### src/isl_pkg.sv
// isl_pkg: shared types, constants and round robin helpers for the iSLIP scheduler
// used by isl_ctrl, isl_dpath and islip_crossbar_scheduler; depends on nothing
`timescale 1ns / 1ps
package isl_pkg;

  // port fields are 3 bits wide, so at most eight ports are ever scheduled
  localparam int MAXP   = 8;
  localparam int PW     = 3;
  localparam int CFG_W  = 4;
  localparam int KIND_W = 2;

  localparam logic [CFG_W-1:0] ACTIVE_RESET = 4'd8;

  // request opcodes
  localparam logic OP_ARRIVAL = 1'b0;
  localparam logic OP_SLOT    = 1'b1;

  // result kinds
  localparam logic [KIND_W-1:0] KIND_CONN    = 2'd0;
  localparam logic [KIND_W-1:0] KIND_NOMATCH = 2'd1;
  localparam logic [KIND_W-1:0] KIND_STORED  = 2'd2;
  localparam logic [KIND_W-1:0] KIND_DROPPED = 2'd3;

  // commands from controller to datapath
  typedef struct packed {
    logic arr_load;
    logic arr_exec;
    logic slot_init;
    logic iter_exec;
    logic drain_pick;
    logic flush;
  } isl_cmd_t;

  // status from datapath to controller
  typedef struct packed {
    logic made;
    logic limit;
    logic drain_last;
  } isl_stat_t;

  typedef struct packed {
    logic          found;
    logic [PW-1:0] idx;
  } pick_t;

  // first set bit of mask at or after ptr, scanning ports 0 .. n-1 with wrap
  function automatic pick_t rr_pick(input logic [MAXP-1:0] mask,
                                    input logic [PW-1:0] ptr,
                                    input logic [CFG_W-1:0] n);
    pick_t            r;
    logic [CFG_W-1:0] start;
    logic [CFG_W-1:0] sum;
    logic [CFG_W-1:0] idx;
    r     = '0;
    start = ({1'b0, ptr} < n) ? {1'b0, ptr} : '0;
    // scan from the far end so the nearest candidate wins
    for (int s = MAXP - 1; s >= 0; s--) begin
      sum = start + CFG_W'(s);
      idx = (sum >= n) ? sum - n : sum;
      if ((CFG_W'(s) < n) && mask[idx[PW-1:0]]) begin
        r.found = 1'b1;
        r.idx   = idx[PW-1:0];
      end
    end
    return r;
  endfunction

  // one past p, wrapping at n
  function automatic logic [PW-1:0] wrap_inc(input logic [PW-1:0] p,
                                             input logic [CFG_W-1:0] n);
    logic [CFG_W-1:0] sum;
    sum = {1'b0, p} + CFG_W'(1);
    return (sum >= n) ? '0 : sum[PW-1:0];
  endfunction

endpackage

### src/isl_ram.sv
// isl_ram: generic single write port, single read port RAM with registered read
// no dependencies
`timescale 1ns / 1ps
module isl_ram #(
  parameter int WIDTH = 8,
  parameter int DEPTH = 64
) (
  input  logic                     clk,
  input  logic                     we,
  input  logic [$clog2(DEPTH)-1:0] waddr,
  input  logic [WIDTH-1:0]         wdata,
  input  logic [$clog2(DEPTH)-1:0] raddr,
  output logic [WIDTH-1:0]         rdata
);

  logic [WIDTH-1:0] mem [DEPTH];

  // write and registered read
  always_ff @(posedge clk) begin
    if (we) begin
      mem[waddr] <= wdata;
    end
    rdata <= mem[raddr];
  end

endmodule

### src/isl_ctrl.sv
// isl_ctrl: sequencer for arrivals and iSLIP slots
// depends on isl_pkg; drives isl_dpath through command and status structs
`timescale 1ns / 1ps
module isl_ctrl (
  input  logic               clk,
  input  logic               rst_n,
  input  logic               start,
  input  logic               op,
  input  isl_pkg::isl_stat_t stat,
  output isl_pkg::isl_cmd_t  cmd,
  output logic               busy
);
  import isl_pkg::*;

  typedef enum logic [2:0] {
    ST_IDLE,
    ST_ARR,
    ST_ITER,
    ST_DRAIN,
    ST_TAIL,
    ST_FLUSH
  } state_t;

  state_t state_r, state_nxt;
  logic   stop_r, stop_nxt;

  assign busy = (state_r != ST_IDLE);

  // next state and commands
  always_comb begin
    state_nxt = state_r;
    stop_nxt  = stop_r;
    cmd       = '0;
    unique case (state_r)
      ST_IDLE: begin
        if (start) begin
          cmd.arr_load  = (op == OP_ARRIVAL);
          cmd.slot_init = (op == OP_SLOT);
          state_nxt     = (op == OP_SLOT) ? ST_ITER : ST_ARR;
        end
      end
      ST_ARR: begin
        cmd.arr_exec = 1'b1;
        state_nxt    = ST_IDLE;
      end
      ST_ITER: begin
        cmd.iter_exec = 1'b1;
        if (stat.made) begin
          stop_nxt  = stat.limit;
          state_nxt = ST_DRAIN;
        end else begin
          state_nxt = ST_FLUSH;
        end
      end
      ST_DRAIN: begin
        cmd.drain_pick = 1'b1;
        if (stat.drain_last) begin
          state_nxt = stop_r ? ST_TAIL : ST_ITER;
        end
      end
      ST_TAIL: begin
        state_nxt = ST_FLUSH;
      end
      ST_FLUSH: begin
        cmd.flush = 1'b1;
        state_nxt = ST_IDLE;
      end
      default: begin
        state_nxt = ST_IDLE;
      end
    endcase
  end

  // state register
  always_ff @(posedge clk) begin
    if (!rst_n) begin
      state_r <= ST_IDLE;
      stop_r  <= 1'b0;
    end else begin
      state_r <= state_nxt;
      stop_r  <= stop_nxt;
    end
  end

endmodule

### src/isl_dpath.sv
// isl_dpath: queue counts, iSLIP arbiters, pointers and result registers
// depends on isl_pkg and isl_ram; sequenced by isl_ctrl
`timescale 1ns / 1ps
module isl_dpath #(
  parameter int PORTS       = 8,
  parameter int QUEUE_DEPTH = 16
) (
  input  logic                        clk,
  input  logic                        rst_n,
  input  isl_pkg::isl_cmd_t           cmd,
  output isl_pkg::isl_stat_t          stat,
  input  logic                        cfg_we,
  input  logic [isl_pkg::CFG_W-1:0]   cfg_wdata,
  input  logic [isl_pkg::PW-1:0]      in_in_port,
  input  logic [isl_pkg::PW-1:0]      in_out_port,
  output logic                        out_strobe,
  output logic [isl_pkg::KIND_W-1:0]  out_kind,
  output logic [isl_pkg::PW-1:0]      out_match_in,
  output logic [isl_pkg::PW-1:0]      out_match_out,
  output logic [isl_pkg::PW-1:0]      out_round,
  output logic                        out_last
);
  import isl_pkg::*;

  localparam int LIM   = (PORTS < MAXP) ? PORTS : MAXP;
  localparam int DEPTH = LIM * LIM;
  localparam int AW    = $clog2(DEPTH);
  localparam int CW    = $clog2(QUEUE_DEPTH + 1);

  function automatic logic [AW-1:0] pair_addr(input logic [PW-1:0] i,
                                               input logic [PW-1:0] o);
    return AW'(AW'(i) * AW'(LIM) + AW'(o));
  endfunction

  // configuration and state
  logic [CFG_W-1:0]  active_r;
  logic [LIM-1:0]    nz_r [LIM];
  logic [PW-1:0]     gptr_r [LIM];
  logic [PW-1:0]     aptr_r [LIM];
  logic [LIM-1:0]    in_busy_r;
  logic [LIM-1:0]    out_busy_r;
  logic [CFG_W-1:0]  iter_r;
  logic [PW-1:0]     round_r;
  logic [LIM-1:0]    drain_mask_r;
  logic [PW-1:0]     drain_out_r [LIM];
  logic [PW-1:0]     ip_r;
  logic [PW-1:0]     dp_r;
  logic              s1_v_r;
  logic [PW-1:0]     s1_i_r;
  logic [PW-1:0]     s1_o_r;
  logic [PW-1:0]     s1_round_r;
  logic              hold_v_r;
  logic [PW-1:0]     hold_i_r;
  logic [PW-1:0]     hold_o_r;
  logic [PW-1:0]     hold_round_r;
  logic              out_strobe_r;
  logic [KIND_W-1:0] out_kind_r;
  logic [PW-1:0]     out_mi_r;
  logic [PW-1:0]     out_mo_r;
  logic [PW-1:0]     out_round_r;
  logic              out_last_r;

  logic [CFG_W-1:0]  n_eff;
  logic              gv [LIM];
  logic [PW-1:0]     gto [LIM];
  logic [LIM-1:0]    acc_v;
  logic [PW-1:0]     acc_o [LIM];
  logic [LIM-1:0]    out_hit;
  logic [PW-1:0]     out_src [LIM];
  logic [LIM-1:0]    d_onehot;
  logic [PW-1:0]     d_sel;
  logic [PW-1:0]     d_o;
  logic              arr_nz;
  logic              s1_nz;
  logic              in_range;
  logic [CW-1:0]     arr_cnt;
  logic              store_ok;
  logic              ram_we;
  logic [AW-1:0]     ram_waddr;
  logic [CW-1:0]     ram_wdata;
  logic [AW-1:0]     ram_raddr;
  logic [CW-1:0]     ram_rdata;

  // effective port count
  always_comb begin
    if (active_r == '0) begin
      n_eff = CFG_W'(1);
    end else if (active_r > CFG_W'(LIM)) begin
      n_eff = CFG_W'(LIM);
    end else begin
      n_eff = active_r;
    end
  end

  // grant phase: each free output picks a free requesting input
  always_comb begin
    logic [MAXP-1:0] gmask;
    pick_t           gp;
    for (int o = 0; o < LIM; o++) begin
      gmask = '0;
      for (int i = 0; i < LIM; i++) begin
        gmask[i] = nz_r[i][o] & ~in_busy_r[i];
      end
      gp     = rr_pick(gmask, gptr_r[o], n_eff);
      gv[o]  = gp.found & ~out_busy_r[o] & (CFG_W'(o) < n_eff);
      gto[o] = gp.idx;
    end
  end

  // accept phase: each free input picks a granting output
  always_comb begin
    logic [MAXP-1:0] amask;
    pick_t           ap;
    for (int i = 0; i < LIM; i++) begin
      amask = '0;
      for (int o = 0; o < LIM; o++) begin
        amask[o] = gv[o] & (gto[o] == PW'(i));
      end
      ap       = rr_pick(amask, aptr_r[i], n_eff);
      acc_v[i] = ap.found & ~in_busy_r[i];
      acc_o[i] = ap.idx;
    end
  end

  // per output view of the accepted connections
  always_comb begin
    for (int o = 0; o < LIM; o++) begin
      out_hit[o] = 1'b0;
      out_src[o] = '0;
      for (int i = 0; i < LIM; i++) begin
        if (acc_v[i] && (acc_o[i] == PW'(o))) begin
          out_hit[o] = 1'b1;
          out_src[o] = PW'(i);
        end
      end
    end
  end

  // lowest pending input of the drained iteration
  assign d_onehot = drain_mask_r & (~drain_mask_r + 1'b1);
  always_comb begin
    d_sel = '0;
    d_o   = '0;
    for (int i = 0; i < LIM; i++) begin
      if (d_onehot[i]) begin
        d_sel = PW'(i);
        d_o   = drain_out_r[i];
      end
    end
  end

  // occupancy flag lookups
  always_comb begin
    arr_nz = 1'b0;
    s1_nz  = 1'b0;
    for (int i = 0; i < LIM; i++) begin
      for (int o = 0; o < LIM; o++) begin
        if ((ip_r == PW'(i)) && (dp_r == PW'(o))) begin
          arr_nz = nz_r[i][o];
        end
        if ((s1_i_r == PW'(i)) && (s1_o_r == PW'(o))) begin
          s1_nz = nz_r[i][o];
        end
      end
    end
  end

  // arrival check
  assign in_range = ({1'b0, ip_r} < n_eff) && ({1'b0, dp_r} < n_eff);
  assign arr_cnt  = arr_nz ? ram_rdata : '0;
  assign store_ok = in_range && (arr_cnt < CW'(QUEUE_DEPTH));

  // count memory ports
  assign ram_we    = (cmd.arr_exec && store_ok) || s1_v_r;
  assign ram_waddr = cmd.arr_exec ? pair_addr(ip_r, dp_r) : pair_addr(s1_i_r, s1_o_r);
  assign ram_wdata = cmd.arr_exec ? arr_cnt + 1'b1 : ram_rdata - 1'b1;
  assign ram_raddr = cmd.arr_load ? pair_addr(in_in_port, in_out_port)
                                  : pair_addr(d_sel, d_o);

  isl_ram #(
    .WIDTH (CW),
    .DEPTH (DEPTH)
  ) u_count_ram (
    .clk   (clk),
    .we    (ram_we),
    .waddr (ram_waddr),
    .wdata (ram_wdata),
    .raddr (ram_raddr),
    .rdata (ram_rdata)
  );

  // status to the controller
  assign stat.made       = |acc_v;
  assign stat.limit      = (iter_r >= n_eff);
  assign stat.drain_last = ((drain_mask_r & (drain_mask_r - 1'b1)) == '0);

  // control state
  always_ff @(posedge clk) begin
    if (!rst_n) begin
      active_r     <= ACTIVE_RESET;
      in_busy_r    <= '0;
      out_busy_r   <= '0;
      iter_r       <= '0;
      drain_mask_r <= '0;
      s1_v_r       <= 1'b0;
      hold_v_r     <= 1'b0;
      out_strobe_r <= 1'b0;
      for (int i = 0; i < LIM; i++) begin
        nz_r[i]   <= '0;
        gptr_r[i] <= '0;
        aptr_r[i] <= '0;
      end
    end else begin
      out_strobe_r <= 1'b0;

      if (cfg_we) begin
        active_r <= cfg_wdata;
      end

      // slot start
      if (cmd.slot_init) begin
        in_busy_r  <= '0;
        out_busy_r <= '0;
        iter_r     <= '0;
      end

      // one iSLIP iteration
      if (cmd.iter_exec) begin
        in_busy_r    <= in_busy_r | acc_v;
        out_busy_r   <= out_busy_r | out_hit;
        drain_mask_r <= acc_v;
        round_r      <= iter_r[PW-1:0];
        iter_r       <= iter_r + 1'b1;
        for (int i = 0; i < LIM; i++) begin
          drain_out_r[i] <= acc_o[i];
          if (acc_v[i] && (iter_r == '0)) begin
            aptr_r[i] <= wrap_inc(acc_o[i], n_eff);
          end
          if (out_hit[i] && (iter_r == '0)) begin
            gptr_r[i] <= wrap_inc(out_src[i], n_eff);
          end
        end
      end

      // issue count read for the next connection
      if (cmd.drain_pick) begin
        drain_mask_r <= drain_mask_r & ~d_onehot;
        s1_v_r       <= 1'b1;
        s1_i_r       <= d_sel;
        s1_o_r       <= d_o;
        s1_round_r   <= round_r;
      end else begin
        s1_v_r <= 1'b0;
      end

      // occupancy flags follow the count writes
      for (int i = 0; i < LIM; i++) begin
        for (int o = 0; o < LIM; o++) begin
          if (cmd.arr_exec && store_ok && (ip_r == PW'(i)) && (dp_r == PW'(o))) begin
            nz_r[i][o] <= 1'b1;
          end
          if (s1_v_r && (ram_rdata == CW'(1)) &&
              (s1_i_r == PW'(i)) && (s1_o_r == PW'(o))) begin
            nz_r[i][o] <= 1'b0;
          end
        end
      end

      // connection enters the hold register, pushing out the previous one
      if (s1_v_r) begin
        if (hold_v_r) begin
          out_strobe_r <= 1'b1;
          out_kind_r   <= KIND_CONN;
          out_mi_r     <= hold_i_r;
          out_mo_r     <= hold_o_r;
          out_round_r  <= hold_round_r;
          out_last_r   <= 1'b0;
        end
        hold_v_r     <= 1'b1;
        hold_i_r     <= s1_i_r;
        hold_o_r     <= s1_o_r;
        hold_round_r <= s1_round_r;
      end

      // end of slot: final connection or no-match result
      if (cmd.flush) begin
        out_strobe_r <= 1'b1;
        out_last_r   <= 1'b1;
        hold_v_r     <= 1'b0;
        if (hold_v_r) begin
          out_kind_r  <= KIND_CONN;
          out_mi_r    <= hold_i_r;
          out_mo_r    <= hold_o_r;
          out_round_r <= hold_round_r;
        end else begin
          out_kind_r  <= KIND_NOMATCH;
          out_mi_r    <= '0;
          out_mo_r    <= '0;
          out_round_r <= '0;
        end
      end

      // arrival result
      if (cmd.arr_exec) begin
        out_strobe_r <= 1'b1;
        out_kind_r   <= store_ok ? KIND_STORED : KIND_DROPPED;
        out_mi_r     <= ip_r;
        out_mo_r     <= dp_r;
        out_round_r  <= '0;
        out_last_r   <= 1'b1;
      end
    end
  end

  // arrival ports
  always_ff @(posedge clk) begin
    if (cmd.arr_load) begin
      ip_r <= in_in_port;
      dp_r <= in_out_port;
    end
  end

  assign out_strobe    = out_strobe_r;
  assign out_kind      = out_kind_r;
  assign out_match_in  = out_mi_r;
  assign out_match_out = out_mo_r;
  assign out_round     = out_round_r;
  assign out_last      = out_last_r;

  // count write port is never claimed twice
  a_ram_wr_excl: assert property (@(posedge clk) disable iff (!rst_n)
    !(cmd.arr_exec && s1_v_r))
    else $error("arrival and decrement write in the same cycle");

  // the final flush never meets a connection still in flight
  a_flush_clean: assert property (@(posedge clk) disable iff (!rst_n)
    cmd.flush |-> !s1_v_r && !cmd.drain_pick)
    else $error("flush while a connection is in flight");

  // draining only with pending connections
  a_drain_mask: assert property (@(posedge clk) disable iff (!rst_n)
    cmd.drain_pick |-> (drain_mask_r != '0))
    else $error("drain with no pending connection");

  // a decremented queue was occupied
  a_dec_nonzero: assert property (@(posedge clk) disable iff (!rst_n)
    s1_v_r |-> s1_nz && (ram_rdata != '0))
    else $error("decrement of an empty queue");

endmodule

### src/islip_crossbar_scheduler.sv
// islip_crossbar_scheduler: top level of the iSLIP crossbar scheduler
// depends on isl_pkg, isl_ctrl, isl_dpath (which holds isl_ram)
//
//   channel  | handshake            | payload
//   ---------+----------------------+-------------------------------------------
//   input    | start, busy          | in_op, in_in_port, in_out_port
//   result   | out_strobe           | out_kind, out_match_in, out_match_out,
//            |                      | out_round, out_last
//   config   | cfg_we               | cfg_wdata (active_ports)
//
// An arrival keeps busy high after start while its count memory read completes
// and the write is done; its result is strobed from the result registers.
// A slot runs iSLIP iterations (grant and accept arbiters in parallel); each
// iteration that makes connections is followed by one count memory read per
// connection, and the slot ends with a closing flush.
// Synchronous active-low reset clears counts (via occupancy flags), pointers
// and sets active_ports to 8; results are strobed and cannot be stalled.
`timescale 1ns / 1ps
module islip_crossbar_scheduler #(
  parameter int PORTS       = 8,
  parameter int QUEUE_DEPTH = 16
) (
  input  logic                        clk,
  input  logic                        rst_n,
  input  logic                        start,
  output logic                        busy,
  input  logic                        in_op,
  input  logic [isl_pkg::PW-1:0]      in_in_port,
  input  logic [isl_pkg::PW-1:0]      in_out_port,
  output logic                        out_strobe,
  output logic [isl_pkg::KIND_W-1:0]  out_kind,
  output logic [isl_pkg::PW-1:0]      out_match_in,
  output logic [isl_pkg::PW-1:0]      out_match_out,
  output logic [isl_pkg::PW-1:0]      out_round,
  output logic                        out_last,
  input  logic                        cfg_we,
  input  logic [isl_pkg::CFG_W-1:0]   cfg_wdata
);
  import isl_pkg::*;

  isl_cmd_t  cmd;
  isl_stat_t stat;

  // sequencer
  isl_ctrl u_ctrl (
    .clk   (clk),
    .rst_n (rst_n),
    .start (start),
    .op    (in_op),
    .stat  (stat),
    .cmd   (cmd),
    .busy  (busy)
  );

  // queues, arbiters and results
  isl_dpath #(
    .PORTS       (PORTS),
    .QUEUE_DEPTH (QUEUE_DEPTH)
  ) u_dpath (
    .clk           (clk),
    .rst_n         (rst_n),
    .cmd           (cmd),
    .stat          (stat),
    .cfg_we        (cfg_we),
    .cfg_wdata     (cfg_wdata),
    .in_in_port    (in_in_port),
    .in_out_port   (in_out_port),
    .out_strobe    (out_strobe),
    .out_kind      (out_kind),
    .out_match_in  (out_match_in),
    .out_match_out (out_match_out),
    .out_round     (out_round),
    .out_last      (out_last)
  );

endmodule
### config.mk
export PLATFORM = sky130hd
export DESIGN_NAME = islip_crossbar_scheduler
export DESIGN_NICKNAME = d
export VERILOG_FILES = /design/src/isl_pkg.sv /design/src/isl_ram.sv /design/src/isl_ctrl.sv /design/src/isl_dpath.sv /design/src/islip_crossbar_scheduler.sv
export SDC_FILE = /design/constraint.sdc
export NUM_CORES = 2
export LEC_CHECK = 0
export BUFFER_PORTS_ARGS = -buffer_cell sky130_fd_sc_hd__buf_2
export CAP_MARGIN = 0
export CORE_ASPECT_RATIO = 1.5
export CORE_MARGIN = 10
export CORE_UTILIZATION = 50
export CTS_CLUSTER_DIAMETER = 30
export DETAILED_ROUTE_END_ITERATION = 10
export GPL_ROUTABILITY_DRIVEN = 0
export PLACE_DENSITY = 0.68
export SLEW_MARGIN = 20
export SYNTH_ARGS = -nofsm -noshare
export SYNTH_HDL_FRONTEND = slang
export SYNTH_HIERARCHICAL = 1
export SYNTH_SLANG_ARGS = --single-unit
export TNS_END_PERCENT = 1
### constraint.sdc
create_clock -name clk -period 18.5 [get_ports clk]
set_input_delay 1.85 -clock clk [delete_from_list [all_inputs] [get_ports clk]]
set_output_delay 1.85 -clock clk [all_outputs]
set_load 0.005 [all_outputs]
### After elaboration in Yosys (flattened, before gate mapping)

Memories as Yosys holds them, arrays and structs flattened. A register that Yosys moved wholly into a read port is not among the register bits.
Cells that the tools add are included.

* reduce and logical (&&, ||, !) cells: 459
* mux-type cells: 1395
* order comparisons: 301
* bitwise operators: 321
* add/subtract/negate cells: 265
* equal/unequal tests: 148

Operators by type and width (count)
* 1-bit 2-to-1 mux: 864
* 3-bit 2-to-1 mux: 238
* 4-bit 2-to-1 mux: 132
* 4-bit >= comparator: 129
* 3-bit by 4-bit less-than comparator with 1-bit output, second input constant: 128
* 1-bit logical AND: 420
* 1-bit binary-select mux with 3-bit select: 128
* 3-bit subtractor: 128
* 3-bit by 3-bit adder with 4-bit output, second input constant: 64
* 3-bit == test, second input constant: 82
* 1-bit AND: 152
* 1-bit bitwise OR: 144
* 3-bit by 1-bit adder with 4-bit output, second input constant: 32
* 3-bit by 2-bit adder with 4-bit output, second input constant: 32
* 3-bit by 2-bit == test with 1-bit output, second input constant: 42
* 3-bit by 4-bit less-than comparator with 1-bit output: 18
* 3-bit by 4-bit >= comparator with 1-bit output: 16
* 3-bit by 1-bit == test with 1-bit output, second input constant: 21
* 3-bit zero test: 21
* 2-bit 2-to-1 mux: 23
* 8-bit 2-to-1 mux: 5
* 6-bit by 3-bit adder with 6-bit output: 4
* 8-bit AND: 3
* 1-bit NOT: 18
* other kinds (26): 45

* bits in writable memories: 456
* bits of input ports: 15
* memories: 5
* flip-flop bits (word level): 78

Memories
* u_dpath.u_count_ram.mem: words 64, width 5, rd ports 1, clocked after memory_dff 1, write ports 1, line isl_ram.sv:16 `logic [WIDTH-1:0] mem [DEPTH];`
* u_dpath.nz_r: words 8, width 8, rd ports 8, clocked after memory_dff 0, write ports 8, line isl_dpath.sv:37 `logic [LIM-1:0] nz_r [LIM];`
* u_dpath.aptr_r: words 8, width 3, rd ports 8, clocked after memory_dff 0, write ports 8, line isl_dpath.sv:39 `logic [PW-1:0] aptr_r [LIM];`
* u_dpath.drain_out_r: words 8, width 3, rd ports 8, clocked after memory_dff 0, write ports 8, line isl_dpath.sv:45 `logic [PW-1:0] drain_out_r [LIM];`
* u_dpath.gptr_r: words 8, width 3, rd ports 8, clocked after memory_dff 0, write ports 8, line isl_dpath.sv:38 `logic [PW-1:0] gptr_r [LIM];`

### Logic depth before layout (Yosys ltp)

* word-level depth: 77
* gate-level depth with buffers: 55
* mapped depth without buffers: 45

### Hierarchy

Netlist, hierarchy kept.

Modules (own cells, without submodules)
* isl_dpath: seq. area each 5955.7 µm², area each 53846.6 µm², cells an instance 7173, instances 1
* isl_ram: seq. area each 9709.3 µm², area each 12841.1 µm², cells an instance 630, instances 1
* isl_ctrl: seq. area each 80.1 µm², area each 319.1 µm², cells an instance 36, instances 1

### Worst setup path after synthesis

Ideal clock, no wire load.

* path type: reg2reg
* from: reg u_dpath.active_r[3]
* to: mem u_dpath.gptr_r[0][0], data pin
* cell stages (with the launch flop): 46
* arrival: 19686 ps
* path slack: -1325 ps
* path buffers: 8
* setup time: 140 ps
* cell sequence: dfxtp_1 > buf_6 > buf_12 > inv_2 > clkbuf_1 > clkbuf_1 > clkbuf_1 > buf_1 > nand2_1 > ha_1 > nor3_1 > a221o_1 > nand2_1 > ha_1 > inv_1 > fa_1 > clkbuf_1 > o211ai_1 > [10 not listed] > or2_2 > a21oi_2 > mux2i_1 > mux2i_1 > a21oi_1 > o21ai_0 > inv_1 > ha_1 > nor3b_1 > a211oi_1 > o32ai_1 > ha_1 > ha_1 > a21o_1 > a21o_1 > a211oi_1 > o41ai_1 > nor2_1

RTL lines
* from (decl): line isl_dpath.sv:36 `logic [CFG_W-1:0] active_r;`
* from (signal assigned): line isl_dpath.sv:217 `active_r <= cfg_wdata;`
* to (decl): line isl_dpath.sv:38

==> summary.md <==
| Metric | Value |
|---|---|
| CTS buffer count | 85 |
| Syn Nets | 8507 |
| RSZ-0062 raised after global routing | no |
| Largest net degree at the start of global routing | 73 |
| Die width | 318.9 um |
| Slowest cell on crit path | dfxtp_4 |
| Startpoint Class | flop |
| Placeable Area | 133200 um2 |
| Setup WS pre-CTS | 5.579 ns |
| Async set-reset flop share out of synthesis | 0% |
| Starting Density | 50.32% |
| Die extent in y | 468.4 um |
| DR pass1 iterations | 9 |
| Hold Buf Count CTS | 0 |
| Syn Std Cell Area | 67010 um2 |
| Setup TNS | 0 ns |
| Vias | 68740 |
| Max_cap viols | 0 |
| Crit Path Class | reg2reg |
| 1st-iter DRT viols | 8396 |
| Clk_lat worst skew | 0.72 ns |
| Clock period minus final worst setup slack | 13.77 ns |
| Critical Path RT | 19.05 ns |
| Tightest Pin Transition | 1.248 ns |
| Reg2reg path depth | 43 |
| Clock skew | 0.07843 ns |
| Htree depth | 3 |
| Seq cells post-synth | 539 |
| Top_reg_cell synth | edfxtp_1 |
| Synth top area share | 22.18% |
| Most frequent cells in the layout | nor2_1, nand2_1, ha_1 |
| Class of the worst hold path | reg2reg |
| Setup Buffers After CTS | 0 |
| Post-synthesis cell count | 7839 |
| Highest clock rate | 72.61 MHz |
| Hold Startpoint | u_dpath/round_r[0] |
| First-pass GRT wire length | 401300 um |
| Area Overhead vs Synth | 7.239% |
| TritonCTS clock tree | yes |
| Critical Path AT | 14.32 ns |
| Warnings from Yosys | 6 |
| CP Max Fanout | 72 |
| R2R Path Start | u_dpath/active_r[3] |
| Std cell rows | 164 |
| Sequential area share after synthesis | 23.50% |
| Slew Limit Fails | 0 |
| GRT Util Overall | 34.73% |
| Slew headroom | 16.54% |
| Vias in the first global route | 65120 |
| Share of cells above drive strength 1 | 9.468% |
| Final antenna-violating net count | 0 |
| Hold depth | 0 |
| Status | finished clean |
| Routed WL | 272800 um |
| # IOs | 29 |
| PortBufs | 28 |
| Worst-path clk slew | 0.05 ns |
| Initial antenna violation count | 21 |
| Max Buffers Root-to-Sink | 3 |
| DR WL/cell | 28.59 um |
| Non-Filler Instances | 9543 |
| Synth top area cells | edfxtp_1, ha_1, nor2_1, a21oi_1, nand2_1 |
| Cell repeated most along the worst path | ha_1 |
| Reg-to-reg slack, setup | 4.73 ns |
| Hold Vio Cnt, Final | 0 |
| Leading cell type in the layout, fill and taps excluded | nor2_1 |
| Fill count | 12030 |
| Final period util | 74.45% |
| Hpwl dp | 195500 um |
| Root buffer selected by CTS | clkbuf_16 |
| Final WS setup | 4.728 ns |
| Worst reg2reg endpoint | u_dpath/gptr_r[0][0] |
| Slowest stage delay, CP | 0.88 ns |
| Clk sinks | 539 |
| Hold path endpoint | u_dpath/s1_round_r[0] |
| Drc violations | 0 |
| Detail-routed via count per cell | 7.203 |
| Placed Cells | 9377 |
| Post-synth EDFFs | 495 |
| Cell variety after synth | 164 |
| Area occupied by multi-input gates | 48630 um2 |
| Die ar. | 149400 um2 |
| Syn Area/Cell | 8.548 um2 |
| Kind of end point of the critical path | flop |
| Cts repair resizes | 0 |
| Leading area contributor after synthesis | edfxtp_1 |
| Register area | 15750 um2 |
| Total grt overflow | 0 |
| Setup-failing EPs final | 0 |
| Nets | 8391 |
through the flow:
step / instance area, um2 / hold WS, ns / utilization [%]
floorplan: 67010 / 0.4003 / -
global placement: 68730 / 0.4115 / 51.61
detailed placement: 68740 / 0.4216 / 51.61
CTS: 71790 / 0.4360 / 53.91
global route: 71850 / 0.4575 / 53.95
finish: 71860 / 0.4434 / 53.96
how the worst max path moves through the flow:
stage	depth (start not counted)	endpoint	startpoint	slack, ns
2_1_floorplan	45	u_dpath/gptr_r[0][0]	u_dpath/active_r[3]	1.77
3_5_place_dp	39	u_dpath/gptr_r[1][3]	u_dpath/active_r[3]	5.58
6_report	43	u_dpath/gptr_r[0][0]	u_dpath/active_r[3]	4.73
4_1_cts	43	u_dpath/gptr_r[0][6]	u_dpath/active_r[3]	5.56
3_3_place_gp	37	u_dpath/gptr_r[1][3]	u_dpath/active_r[3]	5.84
5_1_grt	47	u_dpath/gptr_r[0][10]	u_dpath/active_r[3]	4.28
registers in the layout (all words and copies together), names as in the netlist, 4 cells and up:
| register | cells |
|---|---|
| u_dpath/drain_out_r | 24 |
| u_dpath/u_count_ram/mem | 320 |
| u_dpath/active_r | 4 |
| u_dpath/nz_r | 64 |
| u_dpath/u_count_ram/rdata | 5 |
| u_dpath/drain_mask_r | 8 |
| u_dpath/out_busy_r | 8 |
| u_dpath/in_busy_r | 8 |
| u_dpath/gptr_r | 24 |
| u_dpath/aptr_r | 24 |
| u_dpath/iter_r | 4 |
Yosys cell counts (all sizes together) (71+ instances only):
cell	n
nor4	100
nand2b	195
xnor2	79
xor2	71
nor2	736
a22oi	77
buf	111
mux4	98
nor3	218
mux2i	231
o21ai	450
o22ai	99
and3	71
o21a	81
ha	589
and2	95
nand3	227
clkbuf	230
a21oi	517
nand4	99
nand2	636
edfxtp	495
a211oi	131
nor2b	146
inv	318
o221ai	81
a31oi	92
a21o	234
o211ai	132
final cells by class:
type	count	area share (%)
sequential	539	21.92
clock inverter	67	1.212
antenna	5	0.01741
tap	1743	3.035
clock buffer	92	3.038
timing repair buffer	139	1.381
inverter	326	1.722
multi-input combinational	6632	67.68
cell families after synthesis:
group / after synthesis / share of synthesized area, %
buf+inv: 668 / 4.295
mux: 399 / 8.018
xor+xnor: 150 / 1.983
simple gates: 2793 / 21.08
fa+ha+maj: 654 / 12.93
flops: 539 / 23.50
compound gates: 2636 / 28.21
critical path, delay by kind of cell (launching register included):
| kind | cells | cell delay [ns] |
|---|---|---|
| adders and majority gates | 6 | 1.77 |
| muxes | 3 | 0.68 |
| and+or+nand+nor | 8 | 1.89 |
| AOI/OAI and AO/OA | 21 | 6.82 |
| buffers and inverters | 5 | 1.27 |
| DFF | 1 | 0.88 |
layer usage:
layer	GRT usage, %	wire length (um)
met1	37.17	89740
met2	56.27	121700
met3	10.06	32980
met4	29.91	28290
met5	0	138
Power is not shown: default switching activity piles up to over one toggle a cycle in this logic, so the estimate is an artifact.
